--- src/rtl/core/ffipw_pkg.sv ---
// Package for the fuel film injector pulse width block: widths, constants, types.
// No dependencies; used by fuel_film_injector_pulse_width_top.
package ffipw_pkg;
  localparam int NumInjectors = 8;
  localparam int InjW = 3;
  localparam int DivW = 64;
  localparam int CntW = 7;
  localparam logic [31:0] EvapScale = 32'd50000;
  localparam logic [31:0] PerMille = 32'd1000;
  localparam logic [31:0] PwNumerator = 32'd10000000;
  localparam logic [31:0] MaxPwMargin = 32'd500;
  localparam logic [31:0] PuddleMax = 32'h7fff_ffff;
  // ceil(2^36 / 1000): floor(x * RecipMille >> RecipShift) == x / 1000 for x < 2^26
  localparam logic [31:0] RecipMille = 32'd68719477;
  localparam int RecipShift = 36;

  localparam logic [0:0] RegFuelCorr = 1'b0;
  localparam logic [0:0] RegMinPulse = 1'b1;

  typedef enum logic [3:0] {
    ST_IDLE, ST_MUL_EVAP, ST_MUL_TAU, ST_DIV_EVAP, ST_MUL_ADD, ST_RCP_ADD,
    ST_UPD, ST_DIV_ENR, ST_MUL_Q, ST_DIV_Q, ST_DIV_PW, ST_CLAMP, ST_OUT
  } state_t;
endpackage

--- src/rtl/core/fuel_film_injector_pulse_width_top.sv ---
// Fuel film injector pulse width top level: X-tau puddle model plus pulse width.
// Depends on ffipw_pkg; one shared 32x32 multiplier and one shared radix-2 divider.
// The number of divisions depends on the item: four 64-bit divisions when tau, required
// fuel and the flow quotient are all nonzero, three when the flow quotient is zero,
// none when no division is needed. The input stalls until the result transfers, so a
// new item is not taken before the last result has gone. Reset (synchronous, rst_n low)
// clears puddles, sets fuel_correction to 1 and min_pulse to 500, and returns to idle.
module fuel_film_injector_pulse_width_top (
  input  logic        clk,
  input  logic        rst_n,
  input  logic        in_valid,
  output logic        in_stall,
  input  logic [15:0] in_required_fuel,
  input  logic [2:0]  in_injector,
  input  logic [19:0] in_rev_time,
  input  logic [15:0] in_tau,
  input  logic [9:0]  in_x_fraction,
  input  logic [15:0] in_flow_rate,
  input  logic [15:0] in_dead_time,
  output logic        out_valid,
  input  logic        out_stall,
  output logic [20:0] out_pulse_width,
  output logic [2:0]  out_injector_out,
  output logic signed [15:0] out_film_enrich,
  output logic signed [31:0] out_film_fuel,
  input  logic        cfg_psel,
  input  logic        cfg_penable,
  input  logic        cfg_pwrite,
  input  logic [2:0]  cfg_paddr,
  input  logic [31:0] cfg_pwdata,
  output logic [31:0] cfg_prdata,
  output logic        cfg_pready
);

  ffipw_pkg::state_t state_r, state_nxt;

  logic [15:0] fuel_corr_r, min_pulse_r;
  logic [31:0] puddle_r [ffipw_pkg::NumInjectors];

  // captured item
  logic [15:0] req_r, flow_r, dead_r, tau_r;
  logic [2:0]  inj_r;
  logic [19:0] rev_r;
  logic [9:0]  xf_r;

  // working values
  logic [63:0] prod_r;   // result of the shared multiplier, dividend staging
  logic [31:0] pud_r;
  logic [35:0] evap_r;   // evaporation may exceed the puddle when rev_time > tau*50000
  logic [31:0] added_r;
  logic signed [37:0] fuel_r;
  logic signed [15:0] enrich_r;
  logic [20:0] pw_r;
  logic        upd_en;

  // shared divider
  logic [63:0] dq_r, dr_r;   // quotient/dividend shift reg, remainder
  logic [63:0] ddiv_r;
  logic [ffipw_pkg::CntW-1:0] dcnt_r;
  logic        dbusy_r;
  logic        dstart;
  logic [63:0] dstart_num, dstart_den;
  logic [64:0] dtrial;
  logic [63:0] drem_sh;

  logic        inj_valid;
  logic        cfg_wr;

  assign cfg_pready = 1'b1;
  assign cfg_wr = cfg_psel && cfg_penable && cfg_pwrite;
  assign inj_valid = ({1'b0, inj_r} < 4'(ffipw_pkg::NumInjectors));

  always_comb begin
    unique case (cfg_paddr[2])
      ffipw_pkg::RegFuelCorr: cfg_prdata = {16'd0, fuel_corr_r};
      default:                cfg_prdata = {16'd0, min_pulse_r};
    endcase
  end

  always_ff @(posedge clk) begin
    if (!rst_n) begin
      fuel_corr_r <= 16'd1;
      min_pulse_r <= 16'd500;
    end else if (cfg_wr) begin
      unique case (cfg_paddr[2])
        ffipw_pkg::RegFuelCorr: fuel_corr_r <= cfg_pwdata[15:0];
        default:                min_pulse_r <= cfg_pwdata[15:0];
      endcase
    end
  end

  assign in_stall = (state_r != ffipw_pkg::ST_IDLE);
  assign out_valid = (state_r == ffipw_pkg::ST_OUT);

  // Restoring divider, one quotient bit per cycle.
  assign drem_sh = {dr_r[62:0], dq_r[63]};
  assign dtrial  = {1'b0, drem_sh} - {1'b0, ddiv_r};

  always_ff @(posedge clk) begin
    if (!rst_n) begin
      dbusy_r <= 1'b0;
      dcnt_r  <= '0;
    end else if (dstart) begin
      dbusy_r <= 1'b1;
      dcnt_r  <= '0;
    end else if (dbusy_r) begin
      dcnt_r <= dcnt_r + 1'b1;
      if (dcnt_r == ffipw_pkg::CntW'(ffipw_pkg::DivW - 1)) dbusy_r <= 1'b0;
    end
  end

  always_ff @(posedge clk) begin
    if (dstart) begin
      dq_r   <= dstart_num;
      dr_r   <= '0;
      ddiv_r <= dstart_den;
    end else if (dbusy_r) begin
      if (!dtrial[64]) begin
        dr_r <= dtrial[63:0];
        dq_r <= {dq_r[62:0], 1'b1};
      end else begin
        dr_r <= drem_sh;
        dq_r <= {dq_r[62:0], 1'b0};
      end
    end
  end

  logic ddone;
  assign ddone = dbusy_r && (dcnt_r == ffipw_pkg::CntW'(ffipw_pkg::DivW - 1));
  // quotient after the final step
  logic [63:0] dquot;
  assign dquot = {dq_r[62:0], !dtrial[64]};

  // shared multiplier: 32x32
  logic [31:0] ma, mb;
  logic [63:0] mprod;
  logic [63:0] rcp_sh;
  assign mprod = ma * mb;
  // divide by 1000 through the reciprocal product
  assign rcp_sh = mprod >> ffipw_pkg::RecipShift;

  // derived combinational values
  logic signed [37:0] newpud_s;
  logic [31:0] newpud;
  logic signed [31:0] fsat;
  logic [21:0] maxpw;
  logic [21:0] rev2;
  logic [38:0] enr_abs;
  logic [63:0] enr_num_abs;
  logic        enr_neg;
  logic signed [38:0] diff_s;

  assign newpud_s = $signed({6'b0, pud_r}) - $signed({2'b0, evap_r})
                  + $signed({6'b0, added_r});
  assign newpud = newpud_s[37] ? 32'd0 :
                  (newpud_s > $signed({6'b0, ffipw_pkg::PuddleMax})) ?
                  ffipw_pkg::PuddleMax : newpud_s[31:0];
  assign fsat = (fuel_r > 38'sh0_7fff_ffff) ? 32'sh7fff_ffff :
                (fuel_r < -38'sh0_8000_0000) ? 32'sh8000_0000 : fuel_r[31:0];
  assign rev2 = {1'b0, rev_r, 1'b0};
  assign maxpw = (rev2 > 22'(ffipw_pkg::MaxPwMargin)) ?
                 rev2 - 22'(ffipw_pkg::MaxPwMargin) : 22'd0;
  assign diff_s = 39'(fuel_r) - $signed({23'd0, req_r});
  assign enr_neg = diff_s[38];
  assign enr_abs = enr_neg ? $unsigned(-diff_s) : $unsigned(diff_s);
  // times 1000 as 1024 - 16 - 8
  assign enr_num_abs = ({25'd0, enr_abs} << 10) - ({25'd0, enr_abs} << 4)
                     - ({25'd0, enr_abs} << 3);

  always_comb begin
    state_nxt = state_r;
    dstart = 1'b0;
    dstart_num = prod_r;
    dstart_den = 64'd1;
    ma = {16'd0, req_r};
    mb = {22'd0, xf_r};
    upd_en = 1'b0;
    unique case (state_r)
      ffipw_pkg::ST_IDLE:     if (in_valid) state_nxt = ffipw_pkg::ST_MUL_EVAP;
      ffipw_pkg::ST_MUL_EVAP: begin
        ma = pud_r; mb = {12'd0, rev_r};
        state_nxt = ffipw_pkg::ST_MUL_TAU;
      end
      ffipw_pkg::ST_MUL_TAU: begin
        ma = {16'd0, tau_r}; mb = ffipw_pkg::EvapScale;
        if (tau_r == 16'd0) state_nxt = ffipw_pkg::ST_MUL_ADD;
        else begin
          dstart = 1'b1;
          dstart_den = mprod;
          state_nxt = ffipw_pkg::ST_DIV_EVAP;
        end
      end
      ffipw_pkg::ST_DIV_EVAP: if (ddone) state_nxt = ffipw_pkg::ST_MUL_ADD;
      ffipw_pkg::ST_MUL_ADD: begin
        ma = {16'd0, req_r}; mb = {22'd0, xf_r};
        state_nxt = ffipw_pkg::ST_RCP_ADD;
      end
      ffipw_pkg::ST_RCP_ADD: begin
        ma = prod_r[31:0]; mb = ffipw_pkg::RecipMille;
        state_nxt = ffipw_pkg::ST_UPD;
      end
      ffipw_pkg::ST_UPD: begin
        upd_en = inj_valid;
        dstart = (req_r != 16'd0);
        dstart_num = enr_num_abs; dstart_den = {48'd0, req_r};
        state_nxt = ffipw_pkg::ST_DIV_ENR;
      end
      ffipw_pkg::ST_DIV_ENR: if (!dbusy_r) state_nxt = ffipw_pkg::ST_MUL_Q;
      ffipw_pkg::ST_MUL_Q: begin
        ma = {16'd0, flow_r}; mb = {16'd0, fuel_corr_r};
        if (fsat <= 0) state_nxt = ffipw_pkg::ST_CLAMP;
        else begin
          dstart = 1'b1; dstart_num = mprod; dstart_den = {32'd0, fsat};
          state_nxt = ffipw_pkg::ST_DIV_Q;
        end
      end
      ffipw_pkg::ST_DIV_Q: if (ddone) begin
        if (dquot == 64'd0) state_nxt = ffipw_pkg::ST_CLAMP;
        else begin
          // chain the pulse-width division straight onto the quotient
          dstart = 1'b1;
          dstart_num = 64'(ffipw_pkg::PwNumerator);
          dstart_den = dquot;
          state_nxt = ffipw_pkg::ST_DIV_PW;
        end
      end
      ffipw_pkg::ST_DIV_PW: if (ddone) state_nxt = ffipw_pkg::ST_CLAMP;
      ffipw_pkg::ST_CLAMP: state_nxt = ffipw_pkg::ST_OUT;
      ffipw_pkg::ST_OUT: if (!out_stall) state_nxt = ffipw_pkg::ST_IDLE;
      default: state_nxt = ffipw_pkg::ST_IDLE;
    endcase
  end

  always_ff @(posedge clk) begin
    if (!rst_n) state_r <= ffipw_pkg::ST_IDLE;
    else state_r <= state_nxt;
  end

  always_ff @(posedge clk) begin
    if (!rst_n) begin
      for (int i = 0; i < ffipw_pkg::NumInjectors; i++) puddle_r[i] <= '0;
    end else begin
      if (upd_en) puddle_r[inj_r] <= newpud;
    end
  end

  // datapath registers
  logic [63:0] pwq;
  always_comb begin
    pwq = dquot + {48'd0, dead_r};
  end

  always_ff @(posedge clk) begin
    unique case (state_r)
      ffipw_pkg::ST_IDLE: if (in_valid) begin
        req_r <= in_required_fuel; inj_r <= in_injector; rev_r <= in_rev_time;
        tau_r <= in_tau; xf_r <= in_x_fraction; flow_r <= in_flow_rate;
        dead_r <= in_dead_time;
        pud_r <= ({1'b0, in_injector} < 4'(ffipw_pkg::NumInjectors)) ?
                 puddle_r[in_injector] : 32'd0;
      end
      ffipw_pkg::ST_MUL_EVAP: begin
        prod_r <= mprod;
        evap_r <= {4'd0, pud_r};
      end
      ffipw_pkg::ST_DIV_EVAP: if (ddone) evap_r <= dquot[35:0];
      ffipw_pkg::ST_MUL_ADD: prod_r <= mprod;
      ffipw_pkg::ST_RCP_ADD: begin
        added_r <= {15'd0, rcp_sh[16:0]};
        fuel_r <= $signed({22'd0, req_r}) - $signed({2'b0, evap_r})
                + $signed({21'd0, rcp_sh[16:0]});
      end
      ffipw_pkg::ST_UPD: enrich_r <= 16'sd0;
      ffipw_pkg::ST_DIV_ENR: if (ddone) begin
        if (enr_neg) enrich_r <= (dquot > 64'd32768) ? -16'sd32768 : 16'(-dquot[16:0]);
        else enrich_r <= (dquot > 64'd32767) ? 16'sd32767 : dquot[15:0];
      end
      ffipw_pkg::ST_MUL_Q: if (fsat <= 0) pw_r <= 21'(min_pulse_r);
      ffipw_pkg::ST_DIV_Q: if (ddone) begin
        if (dquot == 64'd0) pw_r <= maxpw[20:0];
      end
      ffipw_pkg::ST_DIV_PW: if (ddone) begin
        pw_r <= (pwq > 64'h1f_ffff) ? 21'h1f_ffff : pwq[20:0];
      end
      ffipw_pkg::ST_CLAMP: begin
        if ({1'b0, pw_r} < 22'(min_pulse_r)) begin
          pw_r <= (22'(min_pulse_r) > maxpw) ? maxpw[20:0] : 21'(min_pulse_r);
        end else if ({1'b0, pw_r} > maxpw) pw_r <= maxpw[20:0];
      end
      default: ;
    endcase
  end

  assign out_pulse_width  = pw_r;
  assign out_injector_out = inj_r;
  assign out_film_enrich  = enrich_r;
  assign out_film_fuel    = fsat;

`ifndef SYNTHESIS
  a_stall_busy: assert property (@(posedge clk) disable iff (!rst_n)
    out_valid |-> in_stall) else $error("input taken while result pending");
  a_out_hold: assert property (@(posedge clk) disable iff (!rst_n)
    out_valid && out_stall |=> out_valid) else $error("result dropped");
  a_div_idle: assert property (@(posedge clk) disable iff (!rst_n)
    state_r == ffipw_pkg::ST_IDLE |-> !dbusy_r) else $error("divider busy in idle");
`endif
endmodule
--- config.mk ---
export PLATFORM = sky130hd
export DESIGN_NAME = fuel_film_injector_pulse_width_top
export DESIGN_NICKNAME = d
export VERILOG_FILES = /design/src/rtl/core/ffipw_pkg.sv /design/src/rtl/core/fuel_film_injector_pulse_width_top.sv
export SDC_FILE = /design/constraint.sdc
export NUM_CORES = 2
export LEC_CHECK = 0
export ABC_CLOCK_PERIOD_IN_PS = 14700
export BUFFER_PORTS_ARGS = -buffer_cell sky130_fd_sc_hd__buf_2
export CELL_PAD_IN_SITES_DETAIL_PLACEMENT = 2
export CELL_PAD_IN_SITES_GLOBAL_PLACEMENT = 2
export CORE_MARGIN = 5
export CORE_UTILIZATION = 42
export CTS_BUF_LIST = sky130_fd_sc_hd__clkbuf_4
export DETAILED_ROUTE_END_ITERATION = 7
export MAX_ROUTING_LAYER = met4
export PLACE_DENSITY_LB_ADDON = 0.3
export SETUP_SLACK_MARGIN = 0.4
export SYNTH_ARGS = -nofsm -noshare
export SYNTH_HDL_FRONTEND = slang
export SYNTH_SLANG_ARGS = --single-unit
export TNS_END_PERCENT = 20
--- constraint.sdc ---
create_clock -name clk -period 14.7 [get_ports clk]
set_clock_uncertainty 0.05 [all_clocks]
set_input_delay 2.205 -clock clk [delete_from_list [all_inputs] [get_ports clk]]
set_output_delay 2.205 -clock clk [all_outputs]
set_load 0.02 [all_outputs]
==> results.md <==
Global route:
- For this run the aggregate overflow at the end of global routing stands at 0.
- The pin count of the biggest net entering global routing is 130.
- The first-pass GRT wire length is around 540000 um.
- The number of global-route vias before repair is 76648.
- The total routing usage reported by global routing is roughly two fifths.
- The number of antenna violations at the first check in global routing came to 55.

Timing:
- The final count of pins violating max slew is 4.
- The transition time at the pin with the least slew margin is about 1.6 ns.
- The final hold violation count is 0.
- The final-report setup violation count is 0.
- Setup repair after global routing left no endpoint under its margin.
- Summed over all failing endpoints, the final setup total negative slack is 0 ns.
- The maximum clock frequency is 71.39 MHz.
- The headroom to the max-slew limit is -7.343%.
- The final worst-path cycle share is 95.29%.
- After layout, the worst setup slack is around 0.7 ns.
- The shortest clock period the worst path allows after layout is between 10 and 15 ns.

Synthesis:
- Summing the areas of all compound-gate instances in the mapped netlist gives between 10% and 20% of the synthesized area.
- The number of instances in the synthesized netlist is about 8400.
- The netlist uses 99 different library cells.
- The largest family of logic cells by synthesized area is adder cells.
- After synthesis, flip-flops and latches occupy 30.01% of the total area.
- In the synthesized netlist the async set-or-reset flop fraction comes to 0%.
- The count of synthesis-stage warnings from yosys is 0.
- The mux contribution to synthesized area is 3.328%.
- After Yosys synthesis, full adders, half adders and majority gates account for 24.23% of the synthesized area.
- The mean post-synth cell area is roughly 9 um^2.
- The simple-gate portion of the synthesized area is between 10% and 20%.
- The synthesized design contains 700 enable-type register cells.
- For this run, the leading register cell type out of synthesis is sky130_fd_sc_hd__edfxtp_1.
- Summing the areas of all xor and xnor instances in the mapped netlist gives around 4.5% of the synthesized area.
- The synthesized netlist occupies a cell area of 77190 um^2.
- The synthesized design contains approximately 810 register bits.

Drt:
- Dividing the detail-routed via count by the number of cells gives ~6.3.
- In the final routed layout, each cell accounts on average for around 33 um.
- The violation count after the first detailed-routing iteration is 6964.
- Across all layers, the routed design uses ~71000 vias.
- The detailed-routing iteration count for the pre-antenna-repair pass is 8.
- The count of nets left with antenna violations once routing finished came out at 0.
- The aggregate routed wire length is ~380000 um.
- In the routed design, unresolved DRC markers number 6.

Final layout:
- The share of layout cells above drive strength 1 is between 10% and 20%.
- The area added between synthesis and finish is 9.991%.
- The number of nets in the layout is 9948.
- Leaving out fill and tap cells, the most frequent cells in the layout are sky130_fd_sc_hd__inv_1, sky130_fd_sc_hd__nor2_1, sky130_fd_sc_hd__nand2_1, sky130_fd_sc_hd__edfxtp_1, sky130_fd_sc_hd__fa_1.
- Leaving out fill and tap cells, the most frequent cell in the layout is sky130_fd_sc_hd__inv_1.

Floorplan:
- Measured along the y axis, the die boundary spans between 400 and 500 um.
- The initial standard-cell utilization of the core is 42.21%.
- The die area is ~190000 um^2.
- The standard-cell row count is between 150 and 200.
- The core outline area is between 150000 and 200000 um^2.
- The I/O pin count is ~250.
- The die span in x is ~440 um.

Critical path:
- The worst setup path is launched from a flip-flop.
- The category of the most critical setup path is reg2reg.
- The longest individual stage delay on the worst path is roughly 1.0 ns.
- Of all nets on the critical path, the largest fanout is 34.
- The worst reg-to-reg path cell count is 40.
- The data arrival at the endpoint of the critical path is 15.03 ns.
- The data required time at the worst endpoint is 15.72 ns.
- Among the stages of the critical path, the cell type that occurs most often is sky130_fd_sc_hd__fa_1.
- Among all stages on the critical path, the largest delay is contributed by sky130_fd_sc_hd__a22oi_2.
- The worst setup path is captured at a flip-flop.

Placed design:
- Once detailed placement completed, the half-perimeter wirelength came to roughly 290000 um.
- Routability-driven placement finished with a final weighted congestion of 0.9900.
- Before CTS, the worst setup slack after placement is 0.9631 ns.
- The total of buffers placed on input and output ports is 210.

Run:
- Across the run, the number of max-cap violations was 1.

Clock tree:
- Clock tree synthesis selected as its root buffer the cell sky130_fd_sc_hd__clkbuf_4.
- The number of clock sinks is 807.
- Counting the buffers created by CTS gives 229.
- TritonCTS built the clock tree.
- The hold-fix buffer count after cts is 0.
- The post-CTS clock slew at the launch and capture registers of the worst setup and hold paths is around 0.070 ns.
- The latest clock arrival within the worst-skew pair is 1.36 ns.
- CTS built an H-tree with a depth of 4.
- In this run the deepest clock path goes through 3 buffers.

Status:
- The final reports fail on DRC, capacitance limit, slew limit.
- The flow ran to the end, but the final reports show violations.

Worst hold path:
- The path class of the tightest hold or removal check is reg2reg.
- Counting instances, the worst hold path has a depth of 2.
==> worst max-delay path, delay by kind of cell (launching register included) <==
kind,cells,cell delay (ns)
AND/OR/NAND/NOR,7,1.69
AO/OA/AOI/OAI,14,4.52
XOR/XNOR,2,1.10
adder cells (fa/ha/maj),10,4.81
buffers and inverters,7,1.15
flip-flops,1,0.33
==> cells by family (layout without fill, tap and decap cells) <==
group           Yosys count  in the layout
simple gates           2682           2683
compound gates         1734           1734
buf+inv                1497           1912
fa+ha+maj              1134           1134
flops                   807            807
xor+xnor                398            398
mux                     166            166
other cells               2             69
==> flip-flops by register name (all words and copies together) (netlist names), 17 cells and up <==
register and cells:
puddle_r 256, ddiv_r 64, dq_r 64, dr_r 63, prod_r 59, fuel_r 38, evap_r 36, pud_r 32
out_pulse_width 21, rev_r 20, added_r 17
==> cell type report <==
class | instances | area (um^2)
timing repair buffer | 426 | 2700
antenna | 42 | 105.1
fill | 19820 | 97980
multi-input combinational | 6142 | 48850
clock buffer | 341 | 2560
inverter | 1071 | 4025
tap | 2464 | 3083
clock inverter | 74 | 416.7
sequential | 807 | 23170
==> synthesized netlist by cell type (16+ instances only) <==
cell type                  count  area (um^2)
sky130_fd_sc_hd__nor3_1      110        550.5
sky130_fd_sc_hd__nand3_1     143        715.7
sky130_fd_sc_hd__a21boi_0     23        172.7
sky130_fd_sc_hd__mux2i_1      17        170.2
sky130_fd_sc_hd__buf_1        37        138.9
sky130_fd_sc_hd__o31ai_1      36        270.3
sky130_fd_sc_hd__a22o_1       29        254.0
sky130_fd_sc_hd__or4_1        21        157.7
sky130_fd_sc_hd__o21ai_0     288         1441
sky130_fd_sc_hd__a222oi_1     33        330.3
sky130_fd_sc_hd__or3_1        44        275.3
sky130_fd_sc_hd__a311oi_1     29        254.0
sky130_fd_sc_hd__clkbuf_1    367         1378
sky130_fd_sc_hd__and2_1      105        656.9
sky130_fd_sc_hd__edfxtp_1    700        21020
sky130_fd_sc_hd__or2_2        26        162.7
sky130_fd_sc_hd__nor2b_1      76        475.5
sky130_fd_sc_hd__a31o_2       19        166.4
sky130_fd_sc_hd__dfxtp_1     107         2142
sky130_fd_sc_hd__mux4_2       64         1441
sky130_fd_sc_hd__a22oi_1      39        292.8
sky130_fd_sc_hd__o21bai_1     37        277.8
sky130_fd_sc_hd__o21a_1       46        345.3
sky130_fd_sc_hd__inv_1      1069         4013
sky130_fd_sc_hd__ha_1        530         6631
sky130_fd_sc_hd__a211o_1      27        236.5
sky130_fd_sc_hd__a21o_1      203         1524
sky130_fd_sc_hd__xor2_1      140         1226
sky130_fd_sc_hd__a31oi_1      90        563.0
sky130_fd_sc_hd__nor4_1       70        437.9
sky130_fd_sc_hd__nor2_1     1043         3915
sky130_fd_sc_hd__nand2b_1     62        387.9
sky130_fd_sc_hd__a21oi_1     525         2628
sky130_fd_sc_hd__mux2_2       85        957.2
sky130_fd_sc_hd__o22ai_1      16        100.1
sky130_fd_sc_hd__and3_1       53        331.6
sky130_fd_sc_hd__xnor2_1     257         2251
sky130_fd_sc_hd__buf_4        17        127.6
sky130_fd_sc_hd__a211oi_1     54        405.4
sky130_fd_sc_hd__fa_1        602        12050
sky130_fd_sc_hd__a221o_1      19        190.2
sky130_fd_sc_hd__nand2_1     775         2909
sky130_fd_sc_hd__nand4_1      76        475.5
sky130_fd_sc_hd__o211ai_1     39        292.8
sky130_fd_sc_hd__a221oi_1     34        297.8
==> per-layer routing <==
metal  GRT usage (%)  share of wire (%)
met2           61.43                 46
met5               -                  0
met4           28.60                9.0
met3           8.524                8.4
met1           45.87                 37
==> metrics by stage <==
step / area [um^2] / instances / hold slack [ns] / util (%)
after floorplan: 77290 / 8445 / 0.3965 / -
after global placement: 81710 / 10904 / 0.4328 / 44.68
after detailed placement: 81710 / 10904 / 0.4415 / 44.68
after CTS: 84690 / 11319 / 0.4509 / 46.31
after global routing: 84870 / 11354 / 0.4731 / 46.41
final: 84900 / 11367 / 0.4483 / 46.43
==> repair_timing <==
item / 4_1_cts / 5_1_grt
endpoints found under the setup margin: 0 / 4
gates resized for setup: 0 / 8
setup buffers: 0 / 5
==> final timing paths <==
path,from,to,slack (ns)
min reg2reg,dr_r[11]$_SDFFE_PP0P_,dr_r[12]$_SDFFE_PP0P_,0.45
max,state_r[1]$_SDFFE_PN0P_,fuel_r[22]$_DFFE_PN_,0.69
min,dr_r[11]$_SDFFE_PP0P_,dr_r[12]$_SDFFE_PP0P_,0.45
max reg2reg,state_r[1]$_SDFFE_PN0P_,fuel_r[22]$_DFFE_PN_,0.69
Power is left out: the tool's default activity adds up to more than one toggle a clock period on the data nets, which glitch-free logic cannot reach.
